### src/rtl/assert_macros.svh
// Assertion macros shared by the MPLS label stack parser RTL.
// Needs only a clock and an active-low reset from the including module.
`ifndef ASSERT_MACROS_SVH
`define ASSERT_MACROS_SVH

// Consequent must hold in the same cycle as the antecedent.
`define ASSERT_IMPLIES(lbl, clk, rst_n, ante, cons, msg) \
  lbl: assert property (@(posedge clk) disable iff (!rst_n) (ante) |-> (cons)) \
    else $error(msg);

// Condition must never be seen while out of reset.
`define ASSERT_NEVER(lbl, clk, rst_n, cond, msg) \
  lbl: assert property (@(posedge clk) disable iff (!rst_n) !(cond)) \
    else $error(msg);

`endif

### src/rtl/mlsp_pkg.sv
// Shared types, codes and helper functions for the MPLS label stack parser.
// No dependencies; imported by every module of the block.
package mlsp_pkg;

  localparam logic [1:0] KIND_ENTRY = 2'd0;
  localparam logic [1:0] KIND_CLASS = 2'd1;
  localparam logic [1:0] KIND_TRUNC = 2'd2;

  localparam logic [1:0] PTYPE_UNKNOWN = 2'd0;
  localparam logic [1:0] PTYPE_IPV4    = 2'd1;
  localparam logic [1:0] PTYPE_IPV6    = 2'd2;
  localparam logic [1:0] PTYPE_OSI     = 2'd3;

  localparam logic [1:0] PHASE_STACK = 2'd0;
  localparam logic [1:0] PHASE_WAIT  = 2'd1;
  localparam logic [1:0] PHASE_DONE  = 2'd2;

  localparam logic [19:0] LABEL_IPV4_NULL = 20'd0;
  localparam logic [19:0] LABEL_IPV6_NULL = 20'd2;
  localparam logic [19:0] LABEL_IMPL_NULL = 20'd3;

  localparam logic [7:0] IPV4_LO = 8'h45;
  localparam logic [7:0] IPV4_HI = 8'h4f;
  localparam logic [7:0] IPV6_LO = 8'h60;
  localparam logic [7:0] IPV6_HI = 8'h6f;
  localparam logic [7:0] OSI_LO  = 8'h81;
  localparam logic [7:0] OSI_HI  = 8'h83;

  localparam int OUT_TDATA_W = 40;

  typedef struct packed {
    logic [1:0]  kind;
    logic [19:0] label;
    logic [2:0]  tc;
    logic        bos;
    logic [7:0]  ttl;
    logic [1:0]  ptype;
    logic        nopay;
    logic        last;
  } result_t;

  // Results produced by one consumed byte; count is 0 when nothing is pushed.
  typedef struct packed {
    logic [1:0] count;
    result_t    first;
    result_t    second;
  } result_pair_t;

  function automatic logic [1:0] classify_byte(input logic [7:0] b);
    logic [1:0] t;
    t = PTYPE_UNKNOWN;
    if (b >= IPV4_LO && b <= IPV4_HI) t = PTYPE_IPV4;
    else if (b >= IPV6_LO && b <= IPV6_HI) t = PTYPE_IPV6;
    else if (b >= OSI_LO && b <= OSI_HI) t = PTYPE_OSI;
    return t;
  endfunction

  function automatic result_t make_entry(input logic [31:0] e);
    result_t r;
    r       = '0;
    r.kind  = KIND_ENTRY;
    r.label = e[31:12];
    r.tc    = e[11:9];
    r.bos   = e[8];
    r.ttl   = e[7:0];
    return r;
  endfunction

  function automatic result_t make_class(input logic [1:0] ptype, input logic nopay);
    result_t r;
    r       = '0;
    r.kind  = KIND_CLASS;
    r.ptype = ptype;
    r.nopay = nopay;
    return r;
  endfunction

  function automatic result_t make_trunc();
    result_t r;
    r      = '0;
    r.kind = KIND_TRUNC;
    return r;
  endfunction

endpackage

### src/rtl/mlsp_parser.sv
// Input register, parse state and per-byte decode of the label stack parser.
// Depends on mlsp_pkg; feeds result pairs to mlsp_out_queue.
module mlsp_parser (
  input  logic                  clk,
  input  logic                  rst_n,
  input  logic                  in_tvalid,
  output logic                  in_tready,
  input  logic [7:0]            in_tdata,   // [7:0] data_byte
  input  logic                  in_tlast,   // end_of_packet
  input  logic [1:0]            q_free,
  output mlsp_pkg::result_pair_t pair
);
  import mlsp_pkg::*;

  logic        hold_v_r;
  logic [7:0]  hold_byte_r;
  logic        hold_eop_r;

  logic [1:0]  pos_r, pos_nxt;
  logic [23:0] shift_r, shift_nxt;
  logic [1:0]  phase_r, phase_nxt;

  logic [31:0] entry;
  logic [1:0]  n_res;
  result_t     r0, r1;
  logic        consume;

  assign entry = {shift_r, hold_byte_r};

  always_comb begin
    n_res     = 2'd0;
    r0        = make_trunc();
    r1        = make_trunc();
    pos_nxt   = pos_r;
    shift_nxt = shift_r;
    phase_nxt = phase_r;
    unique case (phase_r)
      PHASE_STACK: begin
        if (pos_r != 2'd3) begin
          shift_nxt = {shift_r[15:0], hold_byte_r};
          pos_nxt   = pos_r + 2'd1;
          n_res     = hold_eop_r ? 2'd1 : 2'd0;
        end else begin
          pos_nxt   = 2'd0;
          shift_nxt = '0;
          r0        = make_entry(entry);
          n_res     = 2'd1;
          if (!entry[8]) begin
            if (hold_eop_r) n_res = 2'd2;
          end else if (entry[31:12] == LABEL_IPV4_NULL || entry[31:12] == LABEL_IMPL_NULL) begin
            r1        = make_class(PTYPE_IPV4, 1'b0);
            n_res     = 2'd2;
            phase_nxt = PHASE_DONE;
          end else if (entry[31:12] == LABEL_IPV6_NULL) begin
            r1        = make_class(PTYPE_IPV6, 1'b0);
            n_res     = 2'd2;
            phase_nxt = PHASE_DONE;
          end else if (hold_eop_r) begin
            r1    = make_class(PTYPE_UNKNOWN, 1'b1);
            n_res = 2'd2;
          end else begin
            phase_nxt = PHASE_WAIT;
          end
        end
      end
      PHASE_WAIT: begin
        r0        = make_class(classify_byte(hold_byte_r), 1'b0);
        n_res     = 2'd1;
        phase_nxt = PHASE_DONE;
      end
      default: begin
        n_res = 2'd0;
      end
    endcase
    r0.last = (n_res == 2'd1);
    r1.last = 1'b1;
  end

  // A byte leaves the input register only when the queue has room for all its results.
  assign consume   = hold_v_r && (n_res <= q_free);
  assign in_tready = !hold_v_r || consume;

  assign pair.count  = consume ? n_res : 2'd0;
  assign pair.first  = r0;
  assign pair.second = r1;

  always_ff @(posedge clk) begin
    if (!rst_n) begin
      hold_v_r <= 1'b0;
      pos_r    <= 2'd0;
      shift_r  <= '0;
      phase_r  <= PHASE_STACK;
    end else begin
      if (in_tready) hold_v_r <= in_tvalid;
      if (consume) begin
        if (hold_eop_r) begin
          pos_r   <= 2'd0;
          shift_r <= '0;
          phase_r <= PHASE_STACK;
        end else begin
          pos_r   <= pos_nxt;
          shift_r <= shift_nxt;
          phase_r <= phase_nxt;
        end
      end
    end
  end

  always_ff @(posedge clk) begin
    if (in_tready) begin
      hold_byte_r <= in_tdata;
      hold_eop_r  <= in_tlast;
    end
  end

endmodule

### src/rtl/mlsp_out_queue.sv
// Two-entry result queue whose head register drives the result channel.
// Depends on mlsp_pkg; takes result pairs from mlsp_parser.
module mlsp_out_queue (
  input  logic                              clk,
  input  logic                              rst_n,
  input  mlsp_pkg::result_pair_t            pair,
  output logic [1:0]                        q_free,
  output logic                              out_tvalid,
  input  logic                              out_tready,
  // tdata from bit 0: label_value[19:0], traffic_class[22:20], bottom_of_stack[23],
  // time_to_live[31:24], payload_type[33:32], no_payload[34], zero pad [39:35]
  output logic [mlsp_pkg::OUT_TDATA_W-1:0]  out_tdata,
  output logic [1:0]                        out_tuser,  // [1:0] result_kind
  output logic                              out_tlast   // last_of_run
);
  import mlsp_pkg::*;

  logic [1:0] cnt_r, cnt_nxt;
  result_t    q_r [2];
  result_t    q_nxt [2];
  logic       pop;
  logic [1:0] keep;
  result_t    head;

  assign out_tvalid = (cnt_r != 2'd0);
  assign pop        = out_tvalid && out_tready;
  assign keep       = cnt_r - {1'b0, pop};
  assign q_free     = 2'd2 - keep;
  assign cnt_nxt    = keep + pair.count;

  always_comb begin
    q_nxt[0] = pop ? q_r[1] : q_r[0];
    q_nxt[1] = q_r[1];
    case (keep)
      2'd0: begin
        q_nxt[0] = pair.first;
        q_nxt[1] = pair.second;
      end
      2'd1: q_nxt[1] = pair.first;
      default: q_nxt[1] = q_r[1];
    endcase
  end

  always_ff @(posedge clk) begin
    if (!rst_n) begin
      cnt_r <= 2'd0;
    end else begin
      cnt_r <= cnt_nxt;
    end
  end

  always_ff @(posedge clk) begin
    q_r[0] <= q_nxt[0];
    q_r[1] <= q_nxt[1];
  end

  assign head      = q_r[0];
  assign out_tdata = {5'd0, head.nopay, head.ptype, head.ttl, head.bos, head.tc, head.label};
  assign out_tuser = head.kind;
  assign out_tlast = head.last;

endmodule

### src/rtl/mpls_label_stack_parser.sv
// MPLS label stack parser: splits a byte stream into label stack entries and
// classifies the payload. Depends on mlsp_pkg, mlsp_parser, mlsp_out_queue.
//
// Usage: packet bytes enter on in_tdata, one per transaction, starting at the
// top label stack entry; in_tlast marks the final byte of the packet. Every
// fourth byte of the stack yields an entry result (out_tuser = 0); after the
// bottom entry one payload classification follows (out_tuser = 1), and a
// packet that ends inside the stack yields a truncation result (out_tuser = 2).
// out_tlast marks the last result caused by one input byte.
// With the queue empty, a result is presented on the output once its byte has
// passed the input register and then the queue head register.
// Throughput: one byte per cycle while each byte gives at most one result and out_tready stays high.
// The result channel moves one result per cycle while out_tready is high, so a byte
// that gives two results leaves a spare one behind; the two-entry queue takes up the
// spare result until the next such byte arrives.
// Reset (rst_n low, synchronous) empties both stages and returns the parse
// state to the top of a label stack. If the receiver stalls, the queue
// holds its results and the input register fills, then in_tready drops.
module mpls_label_stack_parser (
  input  logic                              clk,
  input  logic                              rst_n,
  input  logic                              in_tvalid,
  output logic                              in_tready,
  input  logic [7:0]                        in_tdata,   // [7:0] data_byte
  input  logic                              in_tlast,   // end_of_packet
  output logic                              out_tvalid,
  input  logic                              out_tready,
  // tdata from bit 0: label_value[19:0], traffic_class[22:20], bottom_of_stack[23],
  // time_to_live[31:24], payload_type[33:32], no_payload[34], zero pad [39:35]
  output logic [mlsp_pkg::OUT_TDATA_W-1:0]  out_tdata,
  output logic [1:0]                        out_tuser,  // [1:0] result_kind
  output logic                              out_tlast   // last_of_run
);
  import mlsp_pkg::*;
  `include "assert_macros.svh"

  result_pair_t pair;
  logic [1:0]   q_free;

  mlsp_parser u_parser (
    .clk       (clk),
    .rst_n     (rst_n),
    .in_tvalid (in_tvalid),
    .in_tready (in_tready),
    .in_tdata  (in_tdata),
    .in_tlast  (in_tlast),
    .q_free    (q_free),
    .pair      (pair)
  );

  mlsp_out_queue u_out_queue (
    .clk        (clk),
    .rst_n      (rst_n),
    .pair       (pair),
    .q_free     (q_free),
    .out_tvalid (out_tvalid),
    .out_tready (out_tready),
    .out_tdata  (out_tdata),
    .out_tuser  (out_tuser),
    .out_tlast  (out_tlast)
  );

  `ASSERT_IMPLIES(a_entry_no_class, clk, rst_n, out_tvalid && out_tuser == KIND_ENTRY, out_tdata[34:32] == 3'd0, "entry result carries class fields")
  `ASSERT_IMPLIES(a_nonentry_zero, clk, rst_n, out_tvalid && out_tuser != KIND_ENTRY, out_tdata[31:0] == 32'd0, "non-entry result carries entry fields")
  `ASSERT_IMPLIES(a_trunc_last, clk, rst_n, out_tvalid && out_tuser == KIND_TRUNC, out_tlast, "truncation result not last of run")
  `ASSERT_NEVER(a_nopay_known, clk, rst_n, out_tvalid && out_tdata[34] && out_tdata[33:32] != PTYPE_UNKNOWN, "no_payload with known payload type")
  `ASSERT_NEVER(a_queue_overfill, clk, rst_n, pair.count > q_free, "result queue overfilled")

endmodule
### config.mk
export PLATFORM = sky130hd
export DESIGN_NAME = mpls_label_stack_parser
export DESIGN_NICKNAME = d
export VERILOG_FILES = /design/src/rtl/mlsp_pkg.sv /design/src/rtl/mlsp_parser.sv /design/src/rtl/mlsp_out_queue.sv /design/src/rtl/mpls_label_stack_parser.sv
export VERILOG_INCLUDE_DIRS = /design/src /design/src/rtl
export SDC_FILE = /design/constraint.sdc
export NUM_CORES = 1
export LEC_CHECK = 0
export BUFFER_PORTS_ARGS = -buffer_cell sky130_fd_sc_hd__buf_2
export CAP_MARGIN = 20
export CORE_ASPECT_RATIO = 1.5
export CORE_MARGIN = 1
export CORE_UTILIZATION = 60
export CTS_CLUSTER_SIZE = 16
export DETAILED_ROUTE_END_ITERATION = 6
export PLACE_DENSITY = 0.81
export SYNTH_ARGS = -nofsm -noshare
export SYNTH_HDL_FRONTEND = slang
export SYNTH_HIERARCHICAL = 1
export SYNTH_SLANG_ARGS = --single-unit
### constraint.sdc
create_clock -name clk -period 3.5 [get_ports clk]
set_input_delay 0 -clock clk [delete_from_list [all_inputs] [get_ports clk]]
set_output_delay 0 -clock clk [all_outputs]
set_load 0.02 [all_outputs]
==> results of run 1 <==
## power groups by stage
stage / Sequential, mW / Combinational, mW / Clock [mW]
4_1_cts: 2.42 / 2.00 / 1.75
3_3_place_gp: 2.42 / 1.92 / 0
6_report: 2.42 / 1.98 / 1.73
5_1_grt: 2.47 / 2.15 / 1.81
3_5_place_dp: 2.44 / 1.97 / 0
2_1_floorplan: 2.37 / 1.78 / 0
## layout make-up
cell class | instances | share of cell area
Tap cell | 115 | 0.0216
Timing Repair Buffer | 69 | 0.0619
Clock inverter | 15 | 0.0253
Multi-Input combinational cell | 306 | 0.346
Inverter | 10 | 0.00563
Sequential cell | 116 | 0.476
Clock buffer | 17 | 0.0638
## Yosys cell counts (6+ instances only)
library cell,n
edfxtp_1,85
buf_4,76
mux2_2,67
and2_1,33
dfxtp_1,31
o21ai_0,29
nand4_1,27
a21boi_1,26
clkbuf_1,16
nand2_1,12
buf_2,11
inv_1,9
mux2_4,9
nor2_1,8
nor2b_1,6
## metal layers
layer / up-vias / share of wire / wire [um] / global-route usage
met3: 27 / 0.048 / 518 / 0.0680
li1: 1743 / - / - / -
met5: - / 0 / 0 / 0
met4: 0 / 0.025 / 267 / 0.111
met1: 1797 / 0.40 / 4360 / 0.247
met2: 109 / 0.53 / 5700 / 0.385
## path summary, 6_finish.rpt
| kind | start | endpoint | slack [ns] | depth (start not counted) |
|---|---|---|---|---|
| hold reg to reg | u_parser/shift_r[21] | u_parser/shift_r[21] | 0.49 | 2 |
| setup / recovery | u_out_queue/cnt_r[1] | in_tready | 0.22 | 13 |
| hold / removal | rst_n | u_out_queue/cnt_r[1] | 0.09 | 3 |
| setup reg to reg | u_out_queue/cnt_r[1] | u_parser/phase_r[0] | 0.25 | 14 |
## stage by stage
stage,area [sq um],util
floorplan,6200,-
global placement,5960,0.612
detailed placement,5960,0.612
CTS,6660,0.684
global route,6670,0.684
finish,6670,0.684
## repair_timing
| action | 4_1_cts | 5_1_grt |
|---|---|---|
| buffers inserted | 0 | 0 |
| endpoints found under the setup margin | 1 | 1 |
| gates resized for setup | 1 | 1 |
| hold buffers | 10 | 0 |
| hold endpoints to repair | 10 | 0 |
## layout by cell type (no fill, tap or decap), types with 4 or more instances in the layout
master,n
inv_6,7
and2_1,33
mux2_2,67
edfxtp_1,85
dlygate4sd3_1,10
mux2_4,9
ha_1,5
buf_2,52
nor2b_1,6
dfxtp_1,31
buf_4,7
nand2_1,12
clkbuf_16,17
o21ai_0,29
clkinvlp_4,4
inv_1,9
nor2_1,7
a21boi_1,26
nand4_1,27
conb_1,39
## logic make-up after synthesis
kind of cell | share of synthesized area
buf+inv | 0.123
xor+xnor | 0.00433
mux | 0.148
simple gates | 0.110
compound gates | 0.0792
flops | 0.523
fa+ha+maj | 0.0103
other cells | 0.00186
## sequential cells by signal (all words and copies together), names as in the netlist
name                  cells
u_out_queue/cnt_r         2
u_out_queue/q_r          76
u_parser/hold_byte_r      8
u_parser/hold_eop_r       1
u_parser/hold_v_r         1
u_parser/phase_r          2
u_parser/pos_r            2
u_parser/shift_r         24
## tightest hold or removal path, cell delays in order
cell and delay, ns:
buf_2 0.27, nand2_1 0.12, mux2i_1 0.06
==> metrics.csv, run 1 <==
stage;metric;value;unit
setup_path;Critical Path Max Stage Delay;0.34;ns
synth;Yosys top cell by area;edfxtp_1;
global_route;first-pass GRT wire length;17900;um
synth;Synth top area share;0.421;
power;Int Pwr;4.05;mW
layout;# nets final;538;
clock_tree;clock transition at the registers of the reported paths;0.06;ns
die;Core Footprint;9740;sq um
routing;routed len/inst;16.7;um
power;Logic pwr share;0.323;
outcome;failing checks;DRC;
timing;final hold violations;0;
timing;Pins Over Slew Limit;0;
timing;Worst-Margin Slew;0.967;ns
synth;Gate Count Post-Synth;501;
synth;Post-synth ARST share;0;
setup_path;Crit Path Class;reg -> out;
die;I/O pin total;58;
power;Overall Power;6.13;mW
place;GPL Wtd Cong;0.811;
synth;ys flop type;edfxtp_1;
layout;Layout area overhead;9.92;%
synth;unique cell type count in the Yosys netlist;51;
clock_tree;cts bufs inserted;17;
place;Setup Slack @ Placement;0.303;ns
synth;Post-Syn Area per Cell;12.1;sq um
routing;Vias;3676;
routing;Initial DRT Pass Iterations;7;
power;Power Dens Cells;919;nW/um^2
timing;Fin Clk Skew;0.00677;ns
global_route;GRT Overall Usage;0.223;
power;Seq pwr share;0.394;
die;die area;10500;sq um
timing;Worst Slack Setup Final;0.223;ns
setup_path;WP data arrival;3.28;ns
routing;initial DRC count;282;
layout;FILL cells;712;
synth;flip-flop and latch count after synthesis;116;
place;Final HPWL DP;6680;um
global_route;GRT overflow;0;
clock_tree;clock latency on the worst-skew pair;0.42;ns
synth;post-synthesis sequential area ratio;0.523;
flow_run;Max-Cap Viols;0;
power;sw power;2.08;mW
timing;Final Setup Violations;0;
clock_tree;CTS tree;yes;
setup_path;Crit Path Max Fanout;11;
layout;# diodes;0;
die;Initial Util;0.623;
routing;ANT nets after route;0;
setup_path;Cell Chain, Critical Path;or2_2, and2_1, ha_1, xor2_2, inv_1, ha_1, inv_1, inv_1, ha_1, nand2b_1, nand2b_1, nand3_2, buf_2;
hold_path;Hold Path Class;in -> reg;
timing;TNS Setup;0;ns
place;port buffer count;52;
global_route;initial antenna violation count;0;
routing;vias per cell;5.67;
timing;RSZ-0062 raised after global routing;no;
layout;Final Instance Count excl. Fillers;648;
setup_path;CP required;3.50;ns
layout;footprint of the multi-input gates;2310;sq um
die;die width;84.1;um
global_route;vias in the first global route;3735;
clock_tree;clk root buf;clkbuf_16;
timing;Tcrit/Tclk final;0.936;
timing;worst rel slew slack;0.355;
synth;Post-Syn Area;6070;sq um
global_route;largest net degree at the start of global routing;39;
die;std cell rows;44;
power;Clk pwr share;0.283;
layout;proportion of layout cells with a drive suffix above 1;0.347;
outcome;outcome;complete, but fails checks;
clock_tree;CTS Sinks;116;
setup_path;crit end category;primary output;
power;Sw Share;0.339;
setup_path;worst path bufs/invs;4;
power;maximum vdd drop;517;uV
timing;Hold WS;0.0852;ns
clock_tree;Max clock buf depth;2;
setup_path;Slowest-stage cell, CP;dfxtp_1;
timing;f_max;305;MHz
layout;Reg area;3170;sq um
setup_path;crit start category;flop;
place;dpl cells;606;
clock_tree;htree depth;4;
synth;Synthesis Warnings;6;
power;leakage;2.70;nW
timing;Period minus WS final;3.28;ns
setup_path;CP delay by family, top;simple AND/OR/NAND/NOR gates;
synth;Post-synth EDFFs;85;
die;die height;125;um
routing;DRT Wirelength;10800;um
routing;drt drc;4;
synth;Area contributors post-synth;edfxtp_1 (42%), mux2_2 (12%), dfxtp_1 (10%);
Note: power is estimated with default switching activity, not from simulation.
==> run 2, diff against run 1 <==
CORE_UTILIZATION = 35   (was 60)
PLACE_DENSITY = not set   (was 0.81)
clock period = 2.6 ns   (was 3.5 ns; I/O delays follow)
==> metrics.csv, run 2 (same netlist as run 1, synthesis figures left out) <==
stage;metric;value;unit;change
outcome;outcome;complete, but fails checks;;unchanged
routing;DRT Wirelength;12600;um;was 10800 um
setup_path;WP data arrival;3.04;ns;was 3.28 ns
routing;Vias;3854;;was 3676
power;Power Dens Cells;1210;nW/um^2;was 919 nW/um^2
setup_path;Slowest-stage cell, CP;dfxtp_2;;was dfxtp_1
global_route;initial antenna violation count;0;;unchanged
timing;worst rel slew slack;0.621;;was 0.355
routing;ANT nets after route;0;;unchanged
global_route;GRT Overall Usage;0.147;;was 0.223
layout;proportion of layout cells with a drive suffix above 1;0.432;;was 0.347
setup_path;Cell Chain, Critical Path;or2_4, and2_4, ha_4, xor2_2, inv_2, ha_4, inv_2, inv_2, ha_4, and3_4, a21o_4, nand2_2, o22ai_2, xnor2_2, mux2i_1;;was or2_2, and2_1, ha_1, xor2_2, inv_1, ha_1, inv_1, inv_1, ha_1, nand2b_1, nand2b_1, nand3_2, buf_2
routing;initial DRC count;219;;was 282
clock_tree;clock transition at the registers of the reported paths;0.05;ns;was 0.06 ns
place;Final HPWL DP;8080;um;was 6680 um
layout;largest registers;u_out_queue/q_r: 76 flops, u_parser/shift_r: 24 flops, u_parser/hold_byte_r: 8 flops;;unchanged
routing;drt drc;0;;was 4
layout;Most flops, register;u_out_queue/q_r;;unchanged
layout;Finished Core Util;0.439;;was 0.684
layout;most frequent cells in the layout;edfxtp_1 (85), mux2_2 (67), buf_2 (51), buf_4 (51), conb_1 (39);;was edfxtp_1 (85), mux2_2 (67), buf_2 (52)
power;maximum vdd drop;581;uV;was 517 uV
flow_run;Max-Cap Viols;0;;unchanged
global_route;met2 usage in global routing;0.267;;was 0.385
timing;Worst Slack Setup Final;-0.110;ns;was 0.223 ns
clock_tree;clock latency on the worst-skew pair;0.41;ns;was 0.42 ns
place;port buffer count;52;;unchanged
hold_path;Hold Path Class;in -> reg;;unchanged
routing;Initial DRT Pass Iterations;4;;was 7
clock_tree;CTS tree;yes;;unchanged
clock_tree;htree depth;4;;unchanged
routing;routed len/inst;15.8;um;was 16.7 um
layout;Layout area overhead;21.8;%;was 9.92%
die;die area;17900;sq um;was 10500 sq um
place;dpl cells;734;;was 606
timing;Tcrit/Tclk final;1.04;;
clock_tree;CTS Sinks;116;;unchanged
clock_tree;cts bufs inserted;17;;unchanged
clock_tree;Max clock buf depth;2;;unchanged
routing;vias per cell;4.85;;was 5.67
setup_path;crit start category;flop;;unchanged
global_route;largest net degree at the start of global routing;36;;was 39
die;Core Footprint;16800;sq um;was 9740 sq um
timing;RSZ-0062 raised after global routing;yes;;was no
die;I/O pin total;58;;unchanged
timing;final hold violations;0;;unchanged
global_route;vias in the first global route;3953;;was 3735
power;leakage;3.02;nW;was 2.70 nW
global_route;first-pass GRT wire length;19700;um;was 17900 um
global_route;met3 Track Usage GR;0.0283;;was 0.0680
global_route;GRT overflow;0;;unchanged
setup_path;crit end category;flop;;was primary output
die;std cell rows;58;;was 44
outcome;failing checks;setup timing;;was DRC
setup_path;Critical Path Max Stage Delay;0.32;ns;was 0.34 ns
timing;Fin Clk Skew;0.0109;ns;was 0.00677 ns
setup_path;CP required;2.93;ns;was 3.50 ns
layout;# diodes;0;;unchanged
layout;# nets final;590;;was 538
global_route;GRT met1 Usage;0.161;;was 0.247
setup_path;Crit Path Max Fanout;3;;was 11
timing;Final Setup Violations;22;;was 0
die;die width;110;um;was 84.1 um
layout;Final Instance Count excl. Fillers;795;;was 648
global_route;GR peak layer;met2;;unchanged
layout;max reg flops;76;;unchanged
layout;most common cell after layout, fill and taps aside;edfxtp_1;;unchanged
die;die height;163;um;was 125 um
place;Setup Slack @ Placement;-0.178;ns;was 0.303 ns
place;GPL Wtd Cong;0.825;;was 0.811
timing;f_max;369;MHz;
timing;Period minus WS final;2.71;ns;
die;Initial Util;0.360;;was 0.623
timing;Worst-Margin Slew;0.568;ns;was 0.967 ns
setup_path;Crit Path Class;reg -> reg;;was reg -> out
timing;Pins Over Slew Limit;0;;unchanged
clock_tree;clk root buf;clkbuf_16;;unchanged
[run 2: changes by cell type in the layout (fill, tap and decap cells not counted), sizes merged]
| cell | previous run | this run |
|---|---|---|
| buf | 59 | 110 |
| bufinv | 2 | 1 |
| clkbuf | 17 | 27 |
| clkinv | 2 | 5 |
| clkinvlp | 4 | 0 |
| inv | 17 | 10 |
[run 2: metal layers]
metal,part of all wire,up-vias
li1,-,1844
met3,0.037,18
met2,0.55,97
met4,0.019,0
met1,0.40,1895
met5,0,-
[run 2: path summary, 6_finish.rpt]
check / slack (ns) / startpoint / to / cells after the start
hold / removal: 0.11 / rst_n / u_out_queue/cnt_r[1] / 3
hold reg to reg: 0.49 / u_parser/shift_r[3] / u_parser/shift_r[3] / 2
setup / recovery: -0.11 / u_out_queue/cnt_r[0] / u_out_queue/cnt_r[1] / 15
setup reg to reg: -0.11 / u_out_queue/cnt_r[0] / u_out_queue/cnt_r[1] / 15
[run 2: through the flow]
step	instance area [sq um]	hold slack [ns]	TNS, ns	power, mW
2_1_floorplan	6300	0.0989	-0.205	5.73
3_3_place_gp	6450	0.180	-0.178	6.33
3_5_place_dp	6450	0.179	-1.69	6.41
4_1_cts	7310	0.114	-0.625	8.86
5_1_grt	7390	0.134	-3.61	9.35
6_report	7390	0.112	-0.754	8.91
[run 2: critical path: cells and delay by family, from the launching register on]
kind | cells | cell delay [ns]
buffers and inverters | 3 | 0.17
adders and majority gates | 3 | 0.65
and+or+nand+nor | 4 | 0.66
DFF | 1 | 0.32
AOI/OAI and AO/OA | 2 | 0.29
muxes | 1 | 0.19
xor gates and xnor gates | 2 | 0.35
[run 2: timing repair]
item,4_1_cts,5_1_grt
hold buffers,10,0
pin swaps,11,15
gates cloned,1,1
setup buffers,16,1
endpoints found under the setup margin,30,41
resized for setup,13,10
hold endpoints to repair,10,0
[run 2: cell type report]
class | instances | area [sq um]
Clock buffer | 26 | 499
Clock inverter | 6 | 53.8
Fill cell | 1557 | 9450
Inverter | 10 | 37.5
Multi-Input combinational cell | 306 | 2450
Sequential cell | 116 | 3180
Tap cell | 210 | 263
Timing Repair Buffer | 121 | 908
[run 2: power breakdown]
part | switching, mW | internal [mW] | total (mW)
Sequential | 0.239 | 2.99 | 3.23
Clock | 0.753 | 1.40 | 2.16
Combinational | 1.91 | 1.61 | 3.52
==> run 3, diff against run 2 <==
CORE_UTILIZATION = 45   (was 35)
PLACE_DENSITY = 0.66   (was not set)
==> metrics.csv, run 3 (same netlist as run 1, synthesis figures left out) <==
stage;metric;value;unit;change
clock_tree;clock transition at the registers of the reported paths;0.05;ns;about the same
routing;vias per cell;5.16;;was 4.85
timing;Final Setup Violations;1;;was 22
layout;largest registers;u_out_queue/q_r: 76 flops, u_parser/shift_r: 24 flops, u_parser/hold_byte_r: 8 flops;;unchanged
layout;most frequent cells in the layout;edfxtp_1 (85), mux2_2 (67), buf_2 (52);;was edfxtp_1 (85), mux2_2 (67), buf_2 (51), buf_4 (51), conb_1 (39)
routing;DRT Wirelength;12600;um;about the same
clock_tree;cts bufs inserted;17;;unchanged
place;port buffer count;52;;unchanged
setup_path;FF-to-FF setup slack;-0.06;ns;was -0.11 ns
die;die area;14000;sq um;was 17900 sq um
die;die height;144;um;was 163 um
clock_tree;htree depth;4;;unchanged
routing;Vias;3830;;was 3854
die;Initial Util;0.464;;was 0.360
outcome;outcome;complete, but fails checks;;unchanged
place;Cell Area, Placed;6360;sq um;was 6450 sq um
power;Overall Power;9.10;mW;was 8.91 mW
setup_path;RR Endpoint;u_out_queue/cnt_r[1];;unchanged
timing;final hold violations;0;;unchanged
timing;Pins Over Slew Limit;0;;unchanged
timing;Period minus WS final;2.66;ns;was 2.71 ns
setup_path;R2R cell count;18;;was 15
layout;Layout area overhead;21.7;%;was 21.8%
hold_path;hold_sp;rst_n;;unchanged
power;Power Dens Cells;1230;nW/um^2;was 1210 nW/um^2
hold_path;Hold EP;u_out_queue/cnt_r[1];;unchanged
clock_tree;clk root buf;clkbuf_16;;unchanged
setup_path;crit start category;flop;;unchanged
clock_tree;clock latency on the worst-skew pair;0.40;ns;was 0.41 ns
layout;# diodes;0;;unchanged
routing;routed len/inst;16.9;um;was 15.8 um
die;std cell rows;51;;was 58
global_route;largest net degree at the start of global routing;36;;unchanged
clock_tree;Max clock buf depth;2;;unchanged
clock_tree;CTS Sinks;116;;unchanged
outcome;failing checks;setup timing;;unchanged
timing;Worst-Margin Slew;0.600;ns;was 0.568 ns
die;I/O pin total;58;;unchanged
clock_tree;CTS tree;yes;;unchanged
global_route;GRT Overall Usage;0.180;;was 0.147
routing;initial DRC count;344;;was 219
die;Core Footprint;13100;sq um;was 16800 sq um
setup_path;crit end category;flop;;unchanged
routing;drt drc;0;;unchanged
place;dpl cells;681;;was 734
hold_path;Worst Hold Depth;3;;unchanged
die;die width;96.8;um;was 110 um
timing;Tcrit/Tclk final;1.02;;was 1.04
place;GPL Wtd Cong;0.878;;was 0.825
timing;Worst Slack Setup Final;-0.0642;ns;was -0.110 ns
setup_path;WP data arrival;2.95;ns;was 3.04 ns
routing;Initial DRT Pass Iterations;5;;was 4
setup_path;Worst R2R Start;u_out_queue/cnt_r[1];;was u_out_queue/cnt_r[0]
layout;proportion of layout cells with a drive suffix above 1;0.458;;was 0.432
layout;cell area after layout;7380;sq um;was 7390 sq um
global_route;vias in the first global route;3863;;was 3953
setup_path;CP required;2.88;ns;was 2.93 ns
setup_path;Crit Path Class;reg -> reg;;unchanged
routing;ANT nets after route;0;;unchanged
global_route;GRT overflow;0;;unchanged
power;leakage;3.02;nW;about the same
layout;Most flops, register;u_out_queue/q_r;;unchanged
hold_path;Hold Path Class;in -> reg;;unchanged
layout;# nets final;589;;was 590
place;Final HPWL DP;8150;um;was 8080 um
power;maximum vdd drop;888;uV;was 581 uV
setup_path;Crit Path Max Fanout;2;;was 3
layout;max reg flops;76;;unchanged
timing;f_max;375;MHz;was 369 MHz
layout;Finished Core Util;0.565;;was 0.439
global_route;initial antenna violation count;0;;unchanged
timing;worst rel slew slack;0.600;;was 0.621
timing;Fin Clk Skew;0.00583;ns;was 0.0109 ns
timing;RSZ-0062 raised after global routing;yes;;unchanged
flow_run;Max-Cap Viols;0;;unchanged
place;Setup Slack @ Placement;-0.158;ns;was -0.178 ns
layout;Final Instance Count excl. Fillers;742;;was 795
layout;most common cell after layout, fill and taps aside;edfxtp_1;;unchanged
global_route;first-pass GRT wire length;19400;um;was 19700 um
run 3: power breakdown:
| part | leakage [nW] | switching [mW] | internal, mW | total, mW |
|---|---|---|---|---|
| clock | 0.281 | 0.772 | 1.48 | 2.26 |
| sequential | 1.14 | 0.248 | 2.99 | 3.24 |
| combinational | 1.60 | 1.98 | 1.63 | 3.60 |
run 3: critical path, cell delays in order (launching register included):
cell	delay, ns
dfxtp_2	0.32
or2_4	0.24
and2_4	0.15
ha_4	0.15
xor2_2	0.17
inv_2	0.08
buf_4	0.13
buf_4	0.12
buf_4	0.12
buf_4	0.12
buf_4	0.12
buf_4	0.12
buf_4	0.12
buf_4	0.12
buf_4	0.12
buf_4	0.12
buf_4	0.12
nand2_2	0.05
mux2i_1	0.06
run 3: repair_timing:
action,CTS,global route
setup endpoints to repair,30,41
cloned,1,2
pin swaps,10,25
setup buffers,15,3
hold buffers,10,0
resized for setup,19,50
endpoints found under the hold margin,10,0
run 3: stage by stage:
stage / hold WS [ns] / TNS, ns
2_1_floorplan: 0.0989 / -0.205
3_3_place_gp: 0.179 / -1.27
3_5_place_dp: 0.178 / -2.73
4_1_cts: 0.103 / -0.0469
5_1_grt: 0.144 / -1.77
6_report: 0.125 / -0.0642
run 3: area by class of cell:
| cell class | instances | area, sq um |
|---|---|---|
| Fill cell | 1056 | 5700 |
| Sequential cell | 116 | 3180 |
| Multi-Input combinational cell | 306 | 2520 |
| Timing Repair Buffer | 120 | 877 |
| Clock buffer | 19 | 433 |
| Tap cell | 159 | 199 |
| Clock inverter | 12 | 139 |
| Inverter | 10 | 37.5 |
run 3: how the worst max path moves through the flow:
stage	end	cells past startpoint	start	slack, ns
3_5_place_dp	u_out_queue/cnt_r[1]	15	u_out_queue/cnt_r[0]	-0.16
4_1_cts	u_out_queue/cnt_r[1]	11	u_parser/shift_r[18]	-0.05
3_3_place_gp	u_out_queue/cnt_r[1]	11	u_parser/shift_r[18]	-0.09
5_1_grt	u_out_queue/cnt_r[1]	15	u_out_queue/cnt_r[1]	-0.16
6_report	u_out_queue/cnt_r[1]	18	u_out_queue/cnt_r[1]	-0.06
2_1_floorplan	u_out_queue/cnt_r[1]	16	u_out_queue/cnt_r[1]	-0.20
run 3: layer usage:
layer | GRT usage | wire (um)
met1 | 0.196 | 5110
met2 | 0.335 | 6870
met3 | 0.0382 | 342
met4 | 0.0786 | 250
met5 | 0 | 0
